[src/uam_pkg.sv]
`timescale 1ns / 1ps

package uam_pkg;

	localparam int ROW_MAX = 64;
	localparam int VTX_W = 6;
	localparam int CNT_W = 7;
	localparam int VAL_W = 11;
	localparam int OPC_W = 3;

	localparam logic [OPC_W-1:0] OP_ADD    = 3'd0;
	localparam logic [OPC_W-1:0] OP_REMOVE = 3'd1;
	localparam logic [OPC_W-1:0] OP_CHECK  = 3'd2;
	localparam logic [OPC_W-1:0] OP_DEGREE = 3'd3;
	localparam logic [OPC_W-1:0] OP_NEIGH  = 3'd4;
	localparam logic [OPC_W-1:0] OP_COUNT  = 3'd5;

	localparam logic [1:0] ST_OK    = 2'd0;
	localparam logic [1:0] ST_RANGE = 2'd1;
	localparam logic [1:0] ST_EMPTY = 2'd2;

	typedef struct packed {
		logic [OPC_W-1:0] opcode;
		logic [VTX_W-1:0] first_vertex;
		logic [VTX_W-1:0] second_vertex;
	} req_item_t;

	typedef struct packed {
		logic [VAL_W-1:0] value;
		logic [1:0]       status;
		logic             last;
	} rsp_item_t;

	typedef enum logic [2:0] {
		K_ZERO   = 3'd0,
		K_RANGE  = 3'd1,
		K_EMPTY  = 3'd2,
		K_CHECK  = 3'd3,
		K_DEGREE = 3'd4,
		K_NEIGH  = 3'd5,
		K_COUNT  = 3'd6
	} rsp_kind_t;

	typedef enum logic [1:0] {
		RS_NONE = 2'd0,
		RS_A    = 2'd1,
		RS_B    = 2'd2,
		RS_IDX  = 2'd3
	} rd_sel_t;

	typedef struct packed {
		logic      capture;
		rd_sel_t   rd_sel;
		logic      wr_en;
		logic      wr_sel_b;
		logic      emit;
		rsp_kind_t kind;
		logic      scan_load;
		logic      scan_shift;
		logic      ec_start;
		logic      ec_issue;
	} cmd_t;

	typedef struct packed {
		logic [OPC_W-1:0] op;
		logic             a_ok;
		logic             pair_ok;
		logic             n_zero;
		logic             row_zero;
		logic             bit0;
		logic             rest_zero;
		logic             ec_last;
		logic             out_free;
	} sts_t;

	function automatic logic [CNT_W-1:0] popcnt64(input logic [ROW_MAX-1:0] x);
		logic [CNT_W-1:0] s [ROW_MAX];
		for (int j = 0; j < ROW_MAX; j++) begin
			s[j] = CNT_W'(x[j]);
		end
		for (int lvl = 1; lvl <= 6; lvl++) begin
			for (int j = 0; j < (ROW_MAX >> lvl); j++) begin
				s[j] = s[2*j] + s[2*j+1];
			end
		end
		return s[0];
	endfunction

endpackage

[src/uam_ctrl.sv]
`timescale 1ns / 1ps

module uam_ctrl (
	input  logic          clk,
	input  logic          arst_n,
	input  logic          req_valid,
	output logic          req_ready,
	input  uam_pkg::sts_t sts,
	output uam_pkg::cmd_t cmd
);

	typedef enum logic [10:0] {
		S_IDLE  = 11'b000_0000_0001,
		S_DISP  = 11'b000_0000_0010,
		S_RD_A  = 11'b000_0000_0100,
		S_USE_A = 11'b000_0000_1000,
		S_RD_B  = 11'b000_0001_0000,
		S_USE_B = 11'b000_0010_0000,
		S_SCAN  = 11'b000_0100_0000,
		S_EC_RD = 11'b000_1000_0000,
		S_EC_D1 = 11'b001_0000_0000,
		S_EC_D2 = 11'b010_0000_0000,
		S_EMIT  = 11'b100_0000_0000
	} state_t;

	state_t              state_q, state_d;
	uam_pkg::rsp_kind_t  kind_q, kind_d;

	assign req_ready = (state_q == S_IDLE);

	always_comb begin
		state_d = state_q;
		kind_d = kind_q;
		cmd = '0;
		unique case (state_q)
			S_IDLE: begin
				if (req_valid) begin
					cmd.capture = 1'b1;
					state_d = S_DISP;
				end
			end
			S_DISP: begin
				case (sts.op) inside
					uam_pkg::OP_ADD, uam_pkg::OP_REMOVE, uam_pkg::OP_CHECK: begin
						if (sts.pair_ok) begin
							state_d = S_RD_A;
						end else begin
							kind_d = uam_pkg::K_RANGE;
							state_d = S_EMIT;
						end
					end
					uam_pkg::OP_DEGREE, uam_pkg::OP_NEIGH: begin
						if (sts.a_ok) begin
							state_d = S_RD_A;
						end else begin
							kind_d = uam_pkg::K_RANGE;
							state_d = S_EMIT;
						end
					end
					uam_pkg::OP_COUNT: begin
						if (sts.n_zero) begin
							kind_d = uam_pkg::K_ZERO;
							state_d = S_EMIT;
						end else begin
							cmd.ec_start = 1'b1;
							state_d = S_EC_RD;
						end
					end
					default: begin
						kind_d = uam_pkg::K_ZERO;
						state_d = S_EMIT;
					end
				endcase
			end
			S_RD_A: begin
				cmd.rd_sel = uam_pkg::RS_A;
				state_d = S_USE_A;
			end
			S_USE_A: begin
				case (sts.op) inside
					uam_pkg::OP_ADD, uam_pkg::OP_REMOVE: begin
						cmd.wr_en = 1'b1;
						state_d = S_RD_B;
					end
					uam_pkg::OP_CHECK: begin
						cmd.kind = uam_pkg::K_CHECK;
						if (sts.out_free) begin
							cmd.emit = 1'b1;
							state_d = S_IDLE;
						end
					end
					uam_pkg::OP_DEGREE: begin
						cmd.kind = uam_pkg::K_DEGREE;
						if (sts.out_free) begin
							cmd.emit = 1'b1;
							state_d = S_IDLE;
						end
					end
					default: begin
						if (sts.row_zero) begin
							cmd.kind = uam_pkg::K_EMPTY;
							if (sts.out_free) begin
								cmd.emit = 1'b1;
								state_d = S_IDLE;
							end
						end else begin
							cmd.scan_load = 1'b1;
							state_d = S_SCAN;
						end
					end
				endcase
			end
			S_RD_B: begin
				cmd.rd_sel = uam_pkg::RS_B;
				state_d = S_USE_B;
			end
			S_USE_B: begin
				cmd.wr_en = 1'b1;
				cmd.wr_sel_b = 1'b1;
				kind_d = uam_pkg::K_ZERO;
				state_d = S_EMIT;
			end
			S_SCAN: begin
				cmd.kind = uam_pkg::K_NEIGH;
				if (sts.bit0) begin
					if (sts.out_free) begin
						cmd.emit = 1'b1;
						cmd.scan_shift = 1'b1;
						if (sts.rest_zero) begin
							state_d = S_IDLE;
						end
					end
				end else begin
					cmd.scan_shift = 1'b1;
				end
			end
			S_EC_RD: begin
				cmd.rd_sel = uam_pkg::RS_IDX;
				cmd.ec_issue = 1'b1;
				if (sts.ec_last) begin
					state_d = S_EC_D1;
				end
			end
			S_EC_D1: begin
				state_d = S_EC_D2;
			end
			S_EC_D2: begin
				kind_d = uam_pkg::K_COUNT;
				state_d = S_EMIT;
			end
			S_EMIT: begin
				cmd.kind = kind_q;
				if (sts.out_free) begin
					cmd.emit = 1'b1;
					state_d = S_IDLE;
				end
			end
			default: state_d = S_IDLE;
		endcase
	end

	always_ff @(posedge clk or negedge arst_n) begin
		if (!arst_n) begin
			state_q <= S_IDLE;
			kind_q <= uam_pkg::K_ZERO;
		end else begin
			state_q <= state_d;
			kind_q <= kind_d;
		end
	end

endmodule

[config.mk]
export PLATFORM = sky130hd
export DESIGN_NAME = uam_ctrl
export DESIGN_NICKNAME = d
export VERILOG_FILES = /design/src/uam_pkg.sv /design/src/uam_ctrl.sv
export SDC_FILE = /design/constraint.sdc
export NUM_CORES = 1
export LEC_CHECK = 0
export ABC_AREA = 1
export BUFFER_PORTS_ARGS = -buffer_cell sky130_fd_sc_hd__buf_2
export CAP_MARGIN = 20
export CORE_MARGIN = 2
export CORE_UTILIZATION = 50
export CTS_BUF_LIST = sky130_fd_sc_hd__clkbuf_8
export CTS_CLUSTER_DIAMETER = 150
export DETAILED_ROUTE_END_ITERATION = 8
export PLACE_DENSITY = 0.77
export REMOVE_ABC_BUFFERS = 1
export SYNTH_ARGS = -nofsm -noshare
export SYNTH_HDL_FRONTEND = slang
export SYNTH_SLANG_ARGS = --single-unit
[constraint.sdc]
create_clock -name clk -period 1.65 [get_ports clk]
set_input_delay 0.33 -clock clk [delete_from_list [all_inputs] [get_ports clk]]
set_output_delay 0.33 -clock clk [all_outputs]
set_load 0.05 [all_outputs]
**Yosys cells after proc, flatten, opt, wreduce, memory -nomap -nowiden**

Index checks and enable logic that the tools add are counted.

- Add/sub/neg operators: 0
- $mul: 0
- Div/mod/pow operators: 0
- Magnitude comparators: 0
- Equal/unequal tests: 24
- Shift operators: 0
- Multiplexer cells: 50
- Bitwise operators: 0
- Reductions and logical operators: 8

Operator list:

| operator | number |
|---|---|
| $mux 11 | 16 |
| $pmux 11 s10 | 1 |
| $mux 1 | 19 |
| $mux 3 | 6 |
| $mux 4 | 4 |
| $pmux 4 s3 | 1 |
| $eq 11x1->1 const B | 1 |
| $eq 11x10->1 const B | 1 |
| $eq 11x11->1 const B | 1 |
| $eq 11x2->1 const B | 1 |
| $eq 11x3->1 const B | 1 |
| $eq 11x4->1 const B | 1 |
| $eq 11x5->1 const B | 1 |
| $eq 11x6->1 const B | 1 |
| $eq 11x7->1 const B | 1 |
| $eq 11x8->1 const B | 1 |
| $eq 11x9->1 const B | 1 |
| $ne 2x2->1 const B | 5 |
| $pmux 3 s3 | 1 |
| $eq 3x2->1 const B | 2 |
| $eq 3x3->1 const B | 2 |
| $pmux 2 s3 | 1 |
| $reduce_or 2->1 | 3 |
| $ne 5x3->1 const B | 1 |
| 9 further kinds | 9 |

- Flip-flop bits (word level): 14
- Bits in latches: 0
- RAM bits: 0
- Memory bits (read-only): 0
- Bits of input ports: 14
- Output and inout port bits: 14
- Word-level logic and storage cells: 84
- Memories kept: 0

**Logic depth before layout (Yosys ltp)**

- Depth in word-level cells: 6
- Mapped depth: 11
- Mapped depth without buffers: 11

**Worst setup path after synthesis**

No wires, ideal clock.

- Path type: reg-to-output
- Start: register state_q[10]
- End: output port cmd[12] in the netlist's numbering
- Data arrival time: 2.086 ns
- Data required time: 1.320 ns
- Path slack: -0.766 ns
- Stages on the path, launching flop included: 10
- Buffers on the path: 0
- Cell sequence: dfrtp_1 nor2_4 nand2_4 nor2_4 nand2_2 nand2_1 nor2_1 nand3_2 nand2_2 nor2_1

RTL lines:

| item | RTL line | text |
|---|---|---|
| start: declaration | uam_ctrl.sv:26 | `state_t state_q, state_d;` |
| start signal: assignment | uam_ctrl.sv:167 | `state_q <= state_d;` |
| end: declaration | uam_ctrl.sv:9 | `output uam_pkg::cmd_t cmd` |

==> flow_summary.ini <==
[clock_network]
cts.clk_slew.worst_paths_ps = 50
cts.htree.levels = 1
cts_sinks = 13
clk_latency_ps = 240
cts_root_buffer = clkbuf_8
clk_path_buf_depth = 2
cts_tree = done
cts_buffers = 3

[pwr]
vdd_ir_drop_max_v = 0.0006893
p_total_mw = 1.687
power.density_nw_per_um2 = 1091
p_leak_nw = 0.8479

[yosys]
yosys_warnings = 0
synthArstFlopShare_pct = 100.0
synth_edf_count = 0
avgSynthCellArea_um2 = 6.699
syn_area_um2 = 964.7
synth_seq_cells = 13
ys_seq_area_share_pct = 33.85
netlist_instances = 144
synth_ff_type = dfrtp_1
synth_cell_types = 25

[floorplan]
num_io_pins = 28
die_y_um = 47.93
start_util_pct = 54.68
dieArea_um2 = 2297
coreArea_um2 = 1764
fp-row-count = 15
die_w_um = 47.93

[placement]
dp.cells = 222
detailed_place.area_um2 = 1326
port_buffers = 27
place_ws_ps = -259.1
place_hpwl_um = 2114
gp_congestion = 0.8422

[detailed_routing]
via_count = 1229
routed_wl_um = 3459
wl_met3_um = 197
drc = 0
top_layer = met4
dr_wl_met2_um = 1767
wl_per_cell_um = 15.10
met1_length_um = 1399
first_pass_iters = 4
vias_per_cell = 5.367
dr.first_iter.drc_count = 53
ant_nets = 0

[cells_and_area]
postLayoutCellArea_um2 = 1545
n_antenna_cell = 0
finalNetCount = 219
fillers = 95
stdcell_count = 229
drive_gt1_share_pct = 50.49
area_growth_pct = 60.18

[timing]
max_freq_ghz = 0.4665
setup_tns_ps = -4656
worstMarginPinSlew_ps = 305.0
rsz0062_at_grt = yes
period_share_pct = 129.9
setup_viol = 16
finalCriticalPeriod_ps = 2144
finalHoldViolCount = 0
setup_slack_ps = -493.6
slew_headroom_pct = 79.67
maxSlewViolCount = 0
clock_skew_ps = 1.545

[global_route]
grt_usage_pct = 29.72
grt_pass1_wl_um = 4581
grt_pass1_vias = 1097
grt_max_degree = 14
overflow = 0
antenna_found_initial = 0

[job]
drv_cap = 0

[setup_path]
critPathMaxFanout = 3
critPathSlowestCell = dfstp_2
cp_cell_sequence = inv_1 > or2_1 > nor2_2 > nand2_2 > nand2_1 > nor2_1 > nand3_2 > nand2_2 > nor2_2 > buf_6
crit_arrival_ps = 1810
endpoint_kind = output pin
critPathKind = reg -> out
worstPathRequired_ps = 1320
setup.worst_path.start_class = flop
crit_buf_inv = 2
critPathMaxStageDelay_ps = 540
cpLargestDelayFamily = simple AND/OR/NAND/NOR gates

[outcome]
status = finished, violations left
violations = negative setup slack

[hold_path]
hold_class = in -> reg
layer usage:
| layer | up-vias | global-route usage, % |
|---|---|---|
| met5 | - | 0 |
| met4 | 0 | 15.68 |
| met3 | 11 | 5.660 |
| met2 | 67 | 52.27 |
| met1 | 586 | 33.64 |
| li1 | 565 | - |
repair_timing:
item                       4_1_cts  5_1_grt
setup buffers                    1        1
setup endpoints to repair       14       19
pin swaps                        5        4
hold endpoints to repair        12        0
resized for setup               37       13
hold buffers                     1        0
worst reg2reg max path, delay by kind of cell, from the launching register on:
kind | cells | cell delay [ps]
AO/OA/AOI/OAI | 1 | 100
flip-flops | 1 | 400
AND/OR/NAND/NOR | 5 | 660
buffers and inverters | 3 | 380
worst paths after layout:
path	end	slack (ps)	start	cells after the start
worst max-delay path	cmd[12]	-490	state_q[0]	10
worst min-delay path	state_q[2]	370	sts[7]	3
worst max register to register	kind_q[1]	-30	state_q[3]	9
worst min register to register	kind_q[0]	550	kind_q[0]	2
max in group asynchronous	state_q[0]	820	arst_n	2
min in group asynchronous	state_q[3]	550	arst_n	2
kinds of logic after synthesis:
kind of cell / count (synthesis) / share of synthesized area (%)
compound gates: 16 / 10.12
buf+inv: 28 / 10.89
simple gates: 87 / 45.14
flops: 13 / 33.85
synth_stat cells, types with 2 or more instances:
library cell	number	share of area, %
nor2_1	24	9.3
nand3_1	6	3.1
nand2_2	8	5.2
inv_1	26	10
dfrtp_1	12	31
inv_2	2	0.78
nor2_4	4	4.7
a21oi_1	3	1.6
nand3_2	2	2.1
nor2_2	7	4.5
o221ai_1	2	1.8
o21ai_0	6	3.1
nand2_1	29	11
nor3_1	2	1.0
state kept, by name, summed over array words and instances, names as in the netlist:
register / cells
kind_q: 2
state_q: 11
cell usage in the layout (no fill, tap or decap), drive strengths merged:
cell         instances
dfstp                1
o211ai               1
buf                 55
o22ai                1
o221ai               2
or2                  2
nand2               38
inv                 29
nand3b               1
nor2                35
a21oi                3
dfrtp               12
a21boi               1
nand3                8
o21ai                8
dlygate4sd3          1
clkbuf               3
and2                 1
nor3                 2
layout make-up:
class	count	area (um2)	share of cell area [%]
inverters	28	107.6	6.964
well taps	25	31.28	2.024
flip-flops and latches	13	326.6	21.13
repair buffers	56	439.2	28.42
clock buffers	3	41.29	2.672
multi-input cells	103	595.6	38.54
clock inverters	1	3.754	0.2429
metrics by stage:
| stage | hold slack (ps) | util, % |
|---|---|---|
| after floorplan | 34.41 | - |
| after global placement | 225.6 | 75.18 |
| after detailed placement | 233.0 | 75.18 |
| after CTS | 373.5 | 84.89 |
| after global routing | 401.3 | 87.59 |
| final | 373.2 | 87.59 |
power breakdown:
group          switching, mW  leakage [nW]  internal [mW]
registers             0.0355         0.174          0.380
clock network          0.114        0.0269          0.164
logic                  0.615         0.647          0.378
(Power assumes the default switching activity.)
